<file path="config.mk">
export PLATFORM = sky130hd
export DESIGN_NAME = fan_tacho_calibration_controller_core
export DESIGN_NICKNAME = d
export VERILOG_FILES = /design/src/hdl/fct_pkg.sv /design/src/hdl/fct_serial_div.sv /design/src/hdl/fan_tacho_calibration_controller_core.sv
export SDC_FILE = /design/constraint.sdc
export NUM_CORES = 1
export LEC_CHECK = 0
export BUFFER_PORTS_ARGS = -buffer_cell sky130_fd_sc_hd__clkbuf_2
export CORE_MARGIN = 10
export CORE_UTILIZATION = 54
export CTS_BUF_LIST = sky130_fd_sc_hd__clkbuf_16
export DETAILED_ROUTE_END_ITERATION = 8
export PLACE_DENSITY_LB_ADDON = 0.05
export SETUP_SLACK_MARGIN = 0.05
export SKIP_LAST_GASP = 1
export SLEW_MARGIN = 20
export SYNTH_ARGS = -nofsm -noshare
export SYNTH_HDL_FRONTEND = slang
export SYNTH_SLANG_ARGS = --single-unit
</file>
<file path="constraint.sdc">
create_clock -name clk -period 6.9 [get_ports clk]
set_input_delay 0.69 -clock clk [delete_from_list [all_inputs] [get_ports clk]]
set_output_delay 0.69 -clock clk [all_outputs]
set_load 0.02 [all_outputs]
</file>
<file path="src/hdl/fct_pkg.sv">
// ----------------------------------------------------------------------------
// fct_pkg
// Shared widths, codes and reset values for the fan tacho calibration core.
// ----------------------------------------------------------------------------
`default_nettype none

package fct_pkg;

  localparam int COUNTER_BITS_DEF = 16;
  localparam int DIV_W            = 32;

  localparam int KIND_W    = 2;
  localparam int CNT_FW    = 16;
  localparam int RPM_W     = 20;
  localparam int CMPV_W    = 16;
  localparam int MODE_W    = 3;
  localparam int GAIN_W    = 32;
  localparam int NUM_W     = 32;
  localparam int PHASE_W   = 16;
  localparam int DUTY_W    = 22;

  localparam int IN_FIELDS_W  = CNT_FW + RPM_W;
  localparam int IN_TDATA_W   = ((IN_FIELDS_W + 7) / 8) * 8;
  localparam int OUT_FIELDS_W = RPM_W + CMPV_W + MODE_W + RPM_W + RPM_W + GAIN_W + RPM_W;
  localparam int OUT_TDATA_W  = ((OUT_FIELDS_W + 7) / 8) * 8;

  localparam int CFG_IDX_W  = 2;
  localparam int CFG_DATA_W = 32;

  localparam logic [CFG_IDX_W-1:0] CFG_RPM_NUM   = 2'd0;
  localparam logic [CFG_IDX_W-1:0] CFG_AUTO_RLD  = 2'd1;
  localparam logic [CFG_IDX_W-1:0] CFG_STOP_THR  = 2'd2;
  localparam logic [CFG_IDX_W-1:0] CFG_SETTLE    = 2'd3;

  localparam logic [KIND_W-1:0] KIND_TACH   = 2'd0;
  localparam logic [KIND_W-1:0] KIND_TICK   = 2'd1;
  localparam logic [KIND_W-1:0] KIND_CAL    = 2'd2;
  localparam logic [KIND_W-1:0] KIND_TARGET = 2'd3;

  localparam logic [MODE_W-1:0] MODE_UNCONF      = 3'd0;
  localparam logic [MODE_W-1:0] MODE_LOW_START   = 3'd1;
  localparam logic [MODE_W-1:0] MODE_LOW_SAMPLE  = 3'd2;
  localparam logic [MODE_W-1:0] MODE_HIGH_START  = 3'd3;
  localparam logic [MODE_W-1:0] MODE_HIGH_SAMPLE = 3'd4;
  localparam logic [MODE_W-1:0] MODE_CONTROL     = 3'd5;

  localparam logic [NUM_W-1:0]   RPM_NUM_RST  = 32'd1000000;
  localparam logic [CMPV_W-1:0]  AUTO_RLD_RST = 16'd65535;
  localparam logic [CMPV_W-1:0]  STOP_THR_RST = 16'd50000;
  localparam logic [PHASE_W-1:0] SETTLE_RST   = 16'd1000;

  localparam logic [RPM_W-1:0]   SPEED_MAX    = 20'hFFFFF;
  localparam logic [RPM_W-1:0]   TARGET_CAL   = 20'd1000;
  localparam logic [RPM_W-1:0]   LOW_CAL_INIT = 20'd999999;
  localparam logic [PHASE_W-1:0] PHASE_MAX    = 16'hFFFF;
  localparam logic [DUTY_W-1:0]  DUTY_PCT     = 22'd30;
  localparam logic [7:0]         DUTY_DEN     = 8'd100;

endpackage

`default_nettype wire

</file>
<file path="src/hdl/fct_serial_div.sv">
// ----------------------------------------------------------------------------
// fct_serial_div
// Restoring divider, one quotient bit per cycle, shared by all divisions.
// ----------------------------------------------------------------------------
`default_nettype none

module fct_serial_div #(
  parameter int DVS_W = 20
) (
  input  wire logic                       clk,
  input  wire logic                       rst_n,
  input  wire logic                       start,
  input  wire logic [fct_pkg::DIV_W-1:0]  dividend,
  input  wire logic [DVS_W-1:0]           divisor,
  output logic                            done,
  output logic [fct_pkg::DIV_W-1:0]       quotient
);

  localparam int CNT_W = $clog2(fct_pkg::DIV_W);
  localparam logic [CNT_W-1:0] LAST_STEP = CNT_W'(fct_pkg::DIV_W - 1);

  logic                       busy_r;
  logic                       done_r;
  logic [CNT_W-1:0]           cnt_r;
  logic [fct_pkg::DIV_W-1:0]  dvd_r;
  logic [DVS_W-1:0]           dvs_r;
  logic [DVS_W-1:0]           rem_r;

  logic [DVS_W:0]             rem_sh;
  logic                       fits;
  logic [DVS_W:0]             rem_sub;

  assign rem_sh  = {rem_r, dvd_r[fct_pkg::DIV_W-1]};
  assign fits    = rem_sh >= {1'b0, dvs_r};
  assign rem_sub = rem_sh - {1'b0, dvs_r};

  always_ff @(posedge clk) begin
    if (!rst_n) begin
      busy_r <= 1'b0;
      done_r <= 1'b0;
      cnt_r  <= '0;
    end else begin
      done_r <= 1'b0;
      if (start) begin
        busy_r <= 1'b1;
        cnt_r  <= '0;
      end else if (busy_r) begin
        cnt_r <= cnt_r + 1'b1;
        if (cnt_r == LAST_STEP) begin
          busy_r <= 1'b0;
          done_r <= 1'b1;
        end
      end
    end
  end

  always_ff @(posedge clk) begin
    if (start) begin
      dvd_r <= dividend;
      dvs_r <= divisor;
      rem_r <= '0;
    end else if (busy_r) begin
      dvd_r <= {dvd_r[fct_pkg::DIV_W-2:0], fits};
      rem_r <= fits ? rem_sub[DVS_W-1:0] : rem_sh[DVS_W-1:0];
    end
  end

  assign done     = done_r;
  assign quotient = dvd_r;

endmodule

`default_nettype wire

</file>
<file path="src/hdl/fan_tacho_calibration_controller_core.sv">
// ----------------------------------------------------------------------------
// fan_tacho_calibration_controller_core
// Fan speed measurement and min/max calibration sequencer.
// ----------------------------------------------------------------------------
// Input words carry an event kind on in_tuser (tach edge, PWM tick, start
// calibration, set target) with the counter value and target in in_tdata.
// Every input word yields exactly one output word holding the state after
// that event. Registers are to be written through cfg_we/cfg_addr/cfg_wdata
// only while the core is idle; the core itself does not enforce this.
// Throughput is one word at a time: in_tready is high only while the core
// is idle. Events without a division go from acceptance to the output
// state, which loads out_tvalid and the output register as it returns to
// idle. A tach edge, a PWM tick in the low start phase and the tick that
// ends the high sample phase first run the shared bit-serial divider; the
// core waits in the divide state for its done flag and takes the result.
// A finished word sits in the output register while the next input word is
// accepted; if the receiver stalls, the core holds the following result and
// accepts nothing until the output register frees.
// Reset (rst_n low, synchronous) restores the register defaults, clears all
// calibration state to unconfigured and empties the output register.
// ----------------------------------------------------------------------------
`default_nettype none

module fan_tacho_calibration_controller_core #(
  parameter int COUNTER_BITS = fct_pkg::COUNTER_BITS_DEF
) (
  input  wire logic                              clk,
  input  wire logic                              rst_n,
  input  wire logic                              in_tvalid,
  output logic                                   in_tready,
  // counter_value, target_rpm
  input  wire logic [fct_pkg::IN_TDATA_W-1:0]    in_tdata,
  // kind
  input  wire logic [fct_pkg::KIND_W-1:0]        in_tuser,
  output logic                                   out_tvalid,
  input  wire logic                              out_tready,
  // speed_rpm, compare_value, mode_now, min_rpm, max_rpm, gain_q16, target_now
  output logic [fct_pkg::OUT_TDATA_W-1:0]        out_tdata,
  input  wire logic                              cfg_we,
  input  wire logic [fct_pkg::CFG_IDX_W-1:0]     cfg_addr,
  input  wire logic [fct_pkg::CFG_DATA_W-1:0]    cfg_wdata
);

  localparam int CAP_W = (COUNTER_BITS < fct_pkg::CNT_FW) ? COUNTER_BITS : fct_pkg::CNT_FW;
  localparam int DVS_W = (COUNTER_BITS > fct_pkg::RPM_W) ? COUNTER_BITS : fct_pkg::RPM_W;
  localparam int CMP_W = (COUNTER_BITS > fct_pkg::CNT_FW) ? COUNTER_BITS : fct_pkg::CNT_FW;

  localparam logic [1:0] ST_IDLE = 2'd0;
  localparam logic [1:0] ST_DIV  = 2'd1;
  localparam logic [1:0] ST_OUT  = 2'd2;

  localparam logic [1:0] OP_SPEED = 2'd0;
  localparam logic [1:0] OP_DUTY  = 2'd1;
  localparam logic [1:0] OP_GAIN  = 2'd2;

  // configuration
  logic [fct_pkg::NUM_W-1:0]   rpm_num_r;
  logic [fct_pkg::CMPV_W-1:0]  auto_rld_r;
  logic [fct_pkg::CMPV_W-1:0]  stop_thr_r;
  logic [fct_pkg::PHASE_W-1:0] settle_r;

  // control
  logic [1:0] state_r, state_nxt;
  logic [1:0] op_r, op_nxt;
  logic       out_valid_r;
  logic [fct_pkg::OUT_TDATA_W-1:0] out_data_r;

  // block state
  logic [fct_pkg::MODE_W-1:0]  mode_r, mode_nxt;
  logic [CAP_W-1:0]            prev_r, prev_nxt;
  logic [CAP_W-1:0]            last_r, last_nxt;
  logic [fct_pkg::RPM_W-1:0]   speed_r, speed_nxt;
  logic [fct_pkg::PHASE_W-1:0] phase_r, phase_nxt;
  logic [fct_pkg::RPM_W-1:0]   low_r, low_nxt;
  logic [fct_pkg::RPM_W-1:0]   high_r, high_nxt;
  logic [fct_pkg::GAIN_W-1:0]  gain_r, gain_nxt;
  logic [fct_pkg::RPM_W-1:0]   target_r, target_nxt;
  logic [fct_pkg::CMPV_W-1:0]  cmp_r, cmp_nxt;

  // input fields
  logic [fct_pkg::KIND_W-1:0]  in_kind;
  logic [fct_pkg::CNT_FW-1:0]  in_cnt;
  logic [fct_pkg::RPM_W-1:0]   in_tgt;
  logic [CAP_W-1:0]            in_cap;

  // helpers
  logic [COUNTER_BITS-1:0]     period;
  logic [COUNTER_BITS-1:0]     since;
  logic                        stopped;
  logic [fct_pkg::PHASE_W-1:0] phase_inc;
  logic                        start_done;
  logic                        sample_done;
  logic [fct_pkg::DUTY_W-1:0]  duty_prod;

  // divider
  logic                        div_start;
  logic [fct_pkg::DIV_W-1:0]   div_dvd;
  logic [DVS_W-1:0]            div_dvs;
  logic                        div_done;
  logic [fct_pkg::DIV_W-1:0]   div_quo;
  logic [fct_pkg::CMPV_W-1:0]  duty_t;

  assign in_kind = in_tuser;
  assign in_cnt  = in_tdata[fct_pkg::CNT_FW-1:0];
  assign in_tgt  = in_tdata[fct_pkg::IN_FIELDS_W-1:fct_pkg::CNT_FW];
  assign in_cap  = in_cnt[CAP_W-1:0];

  assign in_tready = (state_r == ST_IDLE);

  assign period  = COUNTER_BITS'(in_cap) - COUNTER_BITS'(last_r);
  assign since   = COUNTER_BITS'(in_cap) - COUNTER_BITS'(last_r);
  assign stopped = CMP_W'(since) > CMP_W'(stop_thr_r);

  assign phase_inc   = (phase_r == fct_pkg::PHASE_MAX) ? phase_r : phase_r + 1'b1;
  assign start_done  = phase_r > settle_r;
  assign sample_done = phase_inc > settle_r;

  assign duty_prod = (fct_pkg::DUTY_W'(auto_rld_r) + 1'b1) * fct_pkg::DUTY_PCT;
  assign duty_t    = div_quo[fct_pkg::CMPV_W-1:0];

  fct_serial_div #(
    .DVS_W (DVS_W)
  ) u_div (
    .clk      (clk),
    .rst_n    (rst_n),
    .start    (div_start),
    .dividend (div_dvd),
    .divisor  (div_dvs),
    .done     (div_done),
    .quotient (div_quo)
  );

  always_comb begin
    state_nxt  = state_r;
    op_nxt     = op_r;
    mode_nxt   = mode_r;
    prev_nxt   = prev_r;
    last_nxt   = last_r;
    speed_nxt  = speed_r;
    phase_nxt  = phase_r;
    low_nxt    = low_r;
    high_nxt   = high_r;
    gain_nxt   = gain_r;
    target_nxt = target_r;
    cmp_nxt    = cmp_r;
    div_start  = 1'b0;
    div_dvd    = fct_pkg::DIV_W'(rpm_num_r);
    div_dvs    = DVS_W'(period);

    case (state_r)
      ST_IDLE: begin
        if (in_tvalid) begin
          state_nxt = ST_OUT;
          case (in_kind)
            fct_pkg::KIND_TACH: begin
              prev_nxt  = last_r;
              last_nxt  = in_cap;
              op_nxt    = OP_SPEED;
              div_start = 1'b1;
              state_nxt = ST_DIV;
            end
            fct_pkg::KIND_TICK: begin
              case (mode_r)
                fct_pkg::MODE_LOW_START: begin
                  if (start_done) begin
                    phase_nxt = '0;
                    mode_nxt  = fct_pkg::MODE_LOW_SAMPLE;
                  end else begin
                    phase_nxt = phase_inc;
                  end
                  div_dvd   = fct_pkg::DIV_W'(duty_prod);
                  div_dvs   = DVS_W'(fct_pkg::DUTY_DEN);
                  op_nxt    = OP_DUTY;
                  div_start = 1'b1;
                  state_nxt = ST_DIV;
                end
                fct_pkg::MODE_LOW_SAMPLE: begin
                  if (sample_done) begin
                    phase_nxt = '0;
                    low_nxt   = speed_r;
                    mode_nxt  = fct_pkg::MODE_HIGH_START;
                  end else begin
                    phase_nxt = phase_inc;
                  end
                end
                fct_pkg::MODE_HIGH_START: begin
                  cmp_nxt = auto_rld_r;
                  if (start_done) begin
                    phase_nxt = '0;
                    mode_nxt  = fct_pkg::MODE_HIGH_SAMPLE;
                  end else begin
                    phase_nxt = phase_inc;
                  end
                end
                fct_pkg::MODE_HIGH_SAMPLE: begin
                  if (sample_done) begin
                    phase_nxt  = '0;
                    high_nxt   = speed_r;
                    target_nxt = fct_pkg::TARGET_CAL;
                    mode_nxt   = fct_pkg::MODE_CONTROL;
                    div_dvd    = {auto_rld_r, {fct_pkg::CMPV_W{1'b0}}};
                    div_dvs    = DVS_W'(speed_r);
                    op_nxt     = OP_GAIN;
                    div_start  = 1'b1;
                    state_nxt  = ST_DIV;
                  end else begin
                    phase_nxt = phase_inc;
                  end
                end
                default: begin
                end
              endcase
              if (mode_nxt == fct_pkg::MODE_UNCONF || stopped) begin
                speed_nxt = '0;
              end
            end
            fct_pkg::KIND_CAL: begin
              phase_nxt = '0;
              low_nxt   = fct_pkg::LOW_CAL_INIT;
              high_nxt  = '0;
              mode_nxt  = fct_pkg::MODE_LOW_START;
            end
            default: begin
              if (in_tgt > high_r) begin
                target_nxt = high_r;
              end else if (in_tgt < low_r) begin
                target_nxt = low_r;
              end else begin
                target_nxt = in_tgt;
              end
            end
          endcase
        end
      end
      ST_DIV: begin
        if (div_done) begin
          state_nxt = ST_OUT;
          case (op_r)
            OP_SPEED: begin
              speed_nxt = (|div_quo[fct_pkg::DIV_W-1:fct_pkg::RPM_W]) ? fct_pkg::SPEED_MAX :
                          div_quo[fct_pkg::RPM_W-1:0];
            end
            OP_DUTY: begin
              cmp_nxt = (duty_t == '0) ? '0 : duty_t - 1'b1;
            end
            default: begin
              gain_nxt = div_quo;
            end
          endcase
        end
      end
      ST_OUT: begin
        if (!out_valid_r || out_tready) begin
          state_nxt = ST_IDLE;
        end
      end
      default: begin
        state_nxt = ST_IDLE;
      end
    endcase
  end

  always_ff @(posedge clk) begin
    if (!rst_n) begin
      rpm_num_r  <= fct_pkg::RPM_NUM_RST;
      auto_rld_r <= fct_pkg::AUTO_RLD_RST;
      stop_thr_r <= fct_pkg::STOP_THR_RST;
      settle_r   <= fct_pkg::SETTLE_RST;
    end else if (cfg_we) begin
      case (cfg_addr)
        fct_pkg::CFG_RPM_NUM:  rpm_num_r  <= cfg_wdata;
        fct_pkg::CFG_AUTO_RLD: auto_rld_r <= cfg_wdata[fct_pkg::CMPV_W-1:0];
        fct_pkg::CFG_STOP_THR: stop_thr_r <= cfg_wdata[fct_pkg::CMPV_W-1:0];
        fct_pkg::CFG_SETTLE:   settle_r   <= cfg_wdata[fct_pkg::PHASE_W-1:0];
        default: begin
        end
      endcase
    end
  end

  always_ff @(posedge clk) begin
    if (!rst_n) begin
      state_r  <= ST_IDLE;
      op_r     <= OP_SPEED;
      mode_r   <= fct_pkg::MODE_UNCONF;
      prev_r   <= '0;
      last_r   <= '0;
      speed_r  <= '0;
      phase_r  <= '0;
      low_r    <= '0;
      high_r   <= '0;
      gain_r   <= '0;
      target_r <= '0;
      cmp_r    <= '0;
    end else begin
      state_r  <= state_nxt;
      op_r     <= op_nxt;
      mode_r   <= mode_nxt;
      prev_r   <= prev_nxt;
      last_r   <= last_nxt;
      speed_r  <= speed_nxt;
      phase_r  <= phase_nxt;
      low_r    <= low_nxt;
      high_r   <= high_nxt;
      gain_r   <= gain_nxt;
      target_r <= target_nxt;
      cmp_r    <= cmp_nxt;
    end
  end

  always_ff @(posedge clk) begin
    if (!rst_n) begin
      out_valid_r <= 1'b0;
    end else if (state_r == ST_OUT && (!out_valid_r || out_tready)) begin
      out_valid_r <= 1'b1;
    end else if (out_tready) begin
      out_valid_r <= 1'b0;
    end
  end

  always_ff @(posedge clk) begin
    if (state_r == ST_OUT && (!out_valid_r || out_tready)) begin
      out_data_r <= {{(fct_pkg::OUT_TDATA_W - fct_pkg::OUT_FIELDS_W){1'b0}},
                     target_r, gain_r, high_r, low_r, mode_r, cmp_r, speed_r};
    end
  end

  assign out_tvalid = out_valid_r;
  assign out_tdata  = out_data_r;

endmodule

`default_nettype wire

</file>
== Yosys cells after proc, flatten, opt, wreduce, memory -nomap -nowiden ==
Index checks and enable logic that the tools add are counted.

* Register bits: 458
* Bits in latches: 0
* RAM bits: 0
* ROM bits: 0
* Input bits: 81
* Output and inout port bits: 138
* Logic and storage cells: 179
* Memories kept: 0

* Add/subtract/negate cells: 6
* $mul: 1
* Div/mod/pow operators: 0
* Order comparisons: 6
* Equal/unequal tests: 28
* Shift operators: 0
* Multiplexer cells: 72
* Bitwise logic cells: 4
* Reductions and logical operators: 38

{| class="wikitable"
|+ Operator list
! cell !! count
|-
| 20-bit two-way mux || 15
|-
| 20-bit one-hot mux with 2 select lines || 5
|-
| 16-bit two-way mux || 12
|-
| 32-bit two-way mux || 6
|-
| 16-bit one-hot mux with 2 select lines || 3
|-
| 32-bit one-hot mux with 2 select lines || 1
|-
| 16-bit > comparator || 3
|-
| 21-bit by 20-bit >= comparator with 1-bit output || 1
|-
| 17-bit by 4-bit multiplier with 21-bit output (second input constant) || 1
|-
| 3-bit two-way mux || 7
|-
| 20-bit > comparator || 1
|-
| 20-bit less-than comparator || 1
|-
| 5-bit AND reduction || 4
|-
| 20-bit subtractor || 1
|-
| 16-bit by 1-bit adder with 17-bit output (second input constant) || 1
|-
| 16-bit by 1-bit adder with 16-bit output (second input constant) || 1
|-
| 16-bit == test (second input constant) || 1
|-
| 16-bit zero test || 1
|-
| 2-bit by 1-bit != test with 1-bit output (second input constant) || 8
|-
| 2-bit one-hot mux with 2 select lines || 4
|-
| 16-bit by 1-bit subtractor with 16-bit output (second input constant) || 1
|-
| 16-bit subtractor || 1
|-
| 3-bit AND reduction || 5
|-
| 3-bit one-hot mux with 4 select lines || 1
|-
| other kinds (28) || 70
|}

== Logic depth before layout (Yosys ltp) ==
* Word-level depth: 14
* Gate-level depth with buffers: 23
* Gate-level depth less buffers: 20

== Cells and area by module ==
Synthesis repeated with hierarchy kept, for this count alone.

* Cell total of the unflattened synthesis: 2486
* Area total of the unflattened synthesis: 23710.2 um2

{| class="wikitable"
|+ Modules (own cells, without submodules)
! module !! instances !! cells an instance !! area an instance (um2) !! sequential area each (um2)
|-
| fan_tacho_calibration_controller_core || 1 || 2104 || 19463.7 || 8898.5
|-
| fct_serial_div || 1 || 382 || 4246.6 || 2102.0
|}

== Least setup slack after synthesis ==
Ideal clock, no wire load.

* Path kind: input-to-reg
* From: input out_tready
* To: register out_data_r (netlist bit out_tdata[0]), enable pin
* Library setup time: 0.638 ns
* Data arrival time: 6.592 ns
* Setup slack: -0.331 ns
* Cell stages on the path: 2
* Cell sequence: nand2b_1 -> nor2b_1

* Longest elaborated chain between the ends: 2

{| class="wikitable"
|+ RTL lines
! item !! RTL line !! RTL
|-
| start, declared || fan_tacho_calibration_controller_core.sv:36 || <nowiki>input wire logic out_tready,</nowiki>
|-
| 1-bit logical OR || fan_tacho_calibration_controller_core.sv:322 || <nowiki>if (state_r == ST_OUT && (!out_valid_r || out_tready)) begin</nowiki>
|-
| 1-bit logical AND || fan_tacho_calibration_controller_core.sv:322 ||
|-
| end signal, assigned || fan_tacho_calibration_controller_core.sv:323 || <nowiki>out_data_r <= {{(fct_pkg::OUT_TDATA_W - fct_pkg::OUT_FIELDS_W){1'b0}},</nowiki>
|-
| end, declared || fan_tacho_calibration_controller_core.sv:66 || <nowiki>logic [fct_pkg::OUT_TDATA_W-1:0] out_data_r;</nowiki>
|}

Every way passes these cells.
A chain may end at the register's enable or synchronous reset.

== Worst setup path after layout ==
* From: register auto_rld_r[3] in the netlist's numbering
* To: register u_div.dvd_r (netlist bit u_div.quotient[16]), data pin

* Longest elaborated chain between the ends: 7

{| class="wikitable"
|+ RTL lines
! item !! RTL line !! RTL
|-
| start, declared || fan_tacho_calibration_controller_core.sv:58 || <nowiki>logic [fct_pkg::CMPV_W-1:0] auto_rld_r;</nowiki>
|-
| start signal, assigned || fan_tacho_calibration_controller_core.sv:266 || <nowiki>auto_rld_r <= fct_pkg::AUTO_RLD_RST;</nowiki>
|-
| start signal, assigned || fan_tacho_calibration_controller_core.sv:272 || <nowiki>fct_pkg::CFG_AUTO_RLD: auto_rld_r <= cfg_wdata[fct_pkg::CMPV_W-1:0];</nowiki>
|-
| 16-bit by 1-bit adder with 17-bit output || fan_tacho_calibration_controller_core.sv:118 || <nowiki>assign duty_prod = (fct_pkg::DUTY_W'(auto_rld_r) + 1'b1) * fct_pkg::DUTY_PCT;</nowiki>
|-
| 17-bit by 4-bit multiplier with 21-bit output || fan_tacho_calibration_controller_core.sv:118 ||
|-
| 32-bit one-hot mux with 2 select lines || fan_tacho_calibration_controller_core.sv:163 || <nowiki>case (mode_r)</nowiki>
|-
| 32-bit two-way mux || fan_tacho_calibration_controller_core.sv:154 || <nowiki>case (in_kind)</nowiki>
|-
| 32-bit two-way mux || fan_tacho_calibration_controller_core.sv:152 || <nowiki>if (in_tvalid) begin</nowiki>
|-
| 32-bit two-way mux || fan_tacho_calibration_controller_core.sv:150 || <nowiki>case (state_r)</nowiki>
|-
| 32-bit two-way mux || fct_serial_div.sv:58 || <nowiki>if (start) begin</nowiki>
|-
| end signal, assigned || fct_serial_div.sv:59 || <nowiki>dvd_r <= dividend;</nowiki>
|-
| end signal, assigned || fct_serial_div.sv:63 || <nowiki>dvd_r <= {dvd_r[fct_pkg::DIV_W-2:0], fits};</nowiki>
|-
| end, declared || fct_serial_div.sv:25 || <nowiki>logic [fct_pkg::DIV_W-1:0] dvd_r;</nowiki>
|}

Every way passes these cells.

==> results.toml <==
[timing]
fin_setup_tns_ns = 0
rsz0062_at_grt = "no"
period_needed_ns = 5.901
hold_violations = 0
fin_ws_ns = 0.9986
fmax_mhz = 169.5
slew_headroom = 0.2792
finalCritPeriodShare = 0.8553
clock_skew_ns = 0.01615
final-max-slew-violation-count = 0
finalSetupViolations = 0
tightest_slew_ns = 1.081

[drt]
final_antenna_net_count = 0
dr.pass1.iters = 5
drt-initial-drc-count = 1753
viasPerCell = 5.775
wire_per_inst_microns = 20.39
routed_wl_mm = 67.37
vias = 19085
drc_errors = 0

[worst_setup_path]
arrival_ns = 6.21
critPathRequiredTime_ns = 7.21
cp-start-kind = "register"
end_kind = "register"
r2r_slack_ns = 1.0
crit_type = "register to register"
cp_max_fo = 7

[synth]
ys_warn_count = 0
synth_area_sq_um = 23930
ys.flop_type = "dfxtp_1"
syn_area_per_cell_sq_um = 9.499
synth-edff-count = 183
ys_ff_latch = 458
yosys.cell_types.count = 77
async_flop_share = 0
seq_area_frac_synth = 0.4597
synthCells = 2519

[global_routing]
grt.busiest_layer = "met2"
gr-usage-met3 = 0.03777
met2_usage = 0.4136
antenna_found_initial = 0
grt.total_usage = 0.2460
grt_max_degree = 132
grt_pass1_vias = 18453
grt_first_pass_wirelength_mm = 104.0
overflow = 0
grtUsageMet1 = 0.3188

[final_layout]
finalNetCount = 2932
syn_to_final_growth_pct = 13.18
drive_gt1_frac = 0.1265

[clock_tree]
htree_levels = 2
post_cts_buffers = 0
cts_hold_buf = 0
cts_buffers = 48
cts_tree = "built"
clk_latency_ns = 0.60
cts_root_buffer = "clkbuf_16"
clockBufferDepth = 3
clk_pin_slew_worst_paths_ns = 0.07
clock_sinks = 458
cts_resized = 0

[die]
fp.coreArea_sq_um = 44030
initial_core_util = 0.5435
die_x_microns = 230.5
io_pins = 219
chipHeight_microns = 230.5
die-area_sq_um = 53130
fp-row-count = 77

[status]
status = "complete, no violations"

[placement]
portBuffers = 209
gp_congestion = 0.8918
post-place-ws_ns = 1.109
hpwl_mm = 49.05

[power_and_ir_drop]
peakVddDrop_uv = 319.2
power.leakage_nw = 11.13
power_density_nw_per_um2 = 317.1

[min_path]
min_path_type = "primary input to register"

[job]
max_cap_viol_count = 0
area by class of cell:
type,count,area (sq um)
diodes,1,2.502
clock buffers,49,1226
clock inverters,41,419.2
fillers,3799,16950
inverters,193,724.4
multi-input cells,1738,11720
flip-flops and latches,458,11000
well taps,592,740.7
repair buffers,233,1245
cell families after synthesis:
kind of cell,Yosys count,share of synthesized area
xor+xnor,95,0.03477
flops,458,0.4597
simple gates,799,0.1535
compound gates,593,0.1699
buf+inv,327,0.05291
mux,63,0.02656
other cells,1,0.0001567
fa+ha+maj,183,0.1025
cell usage after synthesis, types with 21 or more instances:
cell type  instances  area (sq um)
nand2b_1          21         131.4
o21ai_0          103         515.5
clkbuf_1         116         435.4
ha_1             156          1952
fa_1              23         460.4
a21o_1            30         225.2
a21oi_1          107         535.5
nor3_1            23         115.1
dfxtp_1          275          5505
a21boi_0         121         908.4
mux2i_1           59         590.6
nor2b_1           32         200.2
o21a_1            25         187.7
nand4_1           25         156.4
xor2_1            29         254.0
o211ai_1          56         420.4
xnor2_1           66         578.1
nand3_1           85         425.4
edfxtp_1         183          5495
nor2_1           117         439.2
inv_1            192         720.7
a22o_1            21         183.9
nand2_1          388          1456
and3_1            23         143.9
where the power goes:
part	internal (mW)	leakage (nW)	switching [mW]
Sequential	2.97	3.96	0.132
Clock	1.60	0.815	1.13
Combinational	1.15	6.35	1.61
Total	5.72	11.1	2.87
per-stage QoR:
| step | power [mW] | area (sq um) | hold slack [ns] | util | cells |
|---|---|---|---|---|---|
| floorplan | 5.223 | 23950 | 0.4030 | - | 2523 |
| global placement | 5.816 | 25430 | 0.4151 | 0.5776 | 3214 |
| detailed placement | 5.876 | 25430 | 0.4151 | 0.5777 | 3214 |
| CTS | 8.608 | 27080 | 0.2835 | 0.6150 | 3304 |
| global route | 9.042 | 27080 | 0.3130 | 0.6151 | 3304 |
| finish | 8.587 | 27080 | 0.3002 | 0.6151 | 3305 |
worst max-delay path: stages, from the launching register on:
cell and delay [ns]:
dfxtp_1 0.60, and3_1 0.26, and3_1 0.20, nand3_1 0.21, xnor2_1 0.68, xnor2_1 0.22, xnor2_1 0.19, fa_1 0.52
inv_1 0.05, ha_1 0.35, o21a_1 0.21, a21oi_1 0.32, nand3_1 0.23, a2111oi_0 0.73, nor2b_1 0.15, nor2_1 0.16
xnor2_1 0.08, a222oi_1 0.33, a21oi_1 0.12
worst paths after layout:
check | startpoint | endpoint | cells after the start
setup / recovery | auto_rld_r[3] | u_div.quotient[16] | 18
hold / removal | cfg_wdata[19] | rpm_num_r[19] | 3
setup reg to reg | auto_rld_r[3] | u_div.quotient[16] | 18
hold reg to reg | cmp_r[0] | out_tdata[20] | 0
cell usage in the layout, fill, tap and decap left out, types with 85 or more instances in the layout:
master / n
a21boi_0: 120
a21oi_1: 106
clkbuf_2: 208
dfxtp_1: 275
edfxtp_1: 183
ha_1: 156
inv_1: 198
nand2_1: 388
nand3_1: 85
nor2_1: 115
o21ai_0: 103
flip-flops by register name, indices dropped and copies added, names as in the netlist, 3 cells and up:
register	flops
rpm_num_r	32
phase_r	16
auto_rld_r	16
u_div.cnt_r	5
mode_r	3
target_r	20
settle_r	16
high_r	20
u_div.quotient	32
last_r	16
stop_thr_r	16
cmp_r	16
gain_r	32
out_tdata	131
speed_r	20
u_div.dvs_r	20
low_r	20
u_div.rem_r	20
layer usage:
metal	wire length [microns]	part of all wire
met1	28830	0.43
met2	32230	0.48
met3	4108	0.061
met4	2208	0.033
met5	0	0
(Power assumes the default switching activity.)
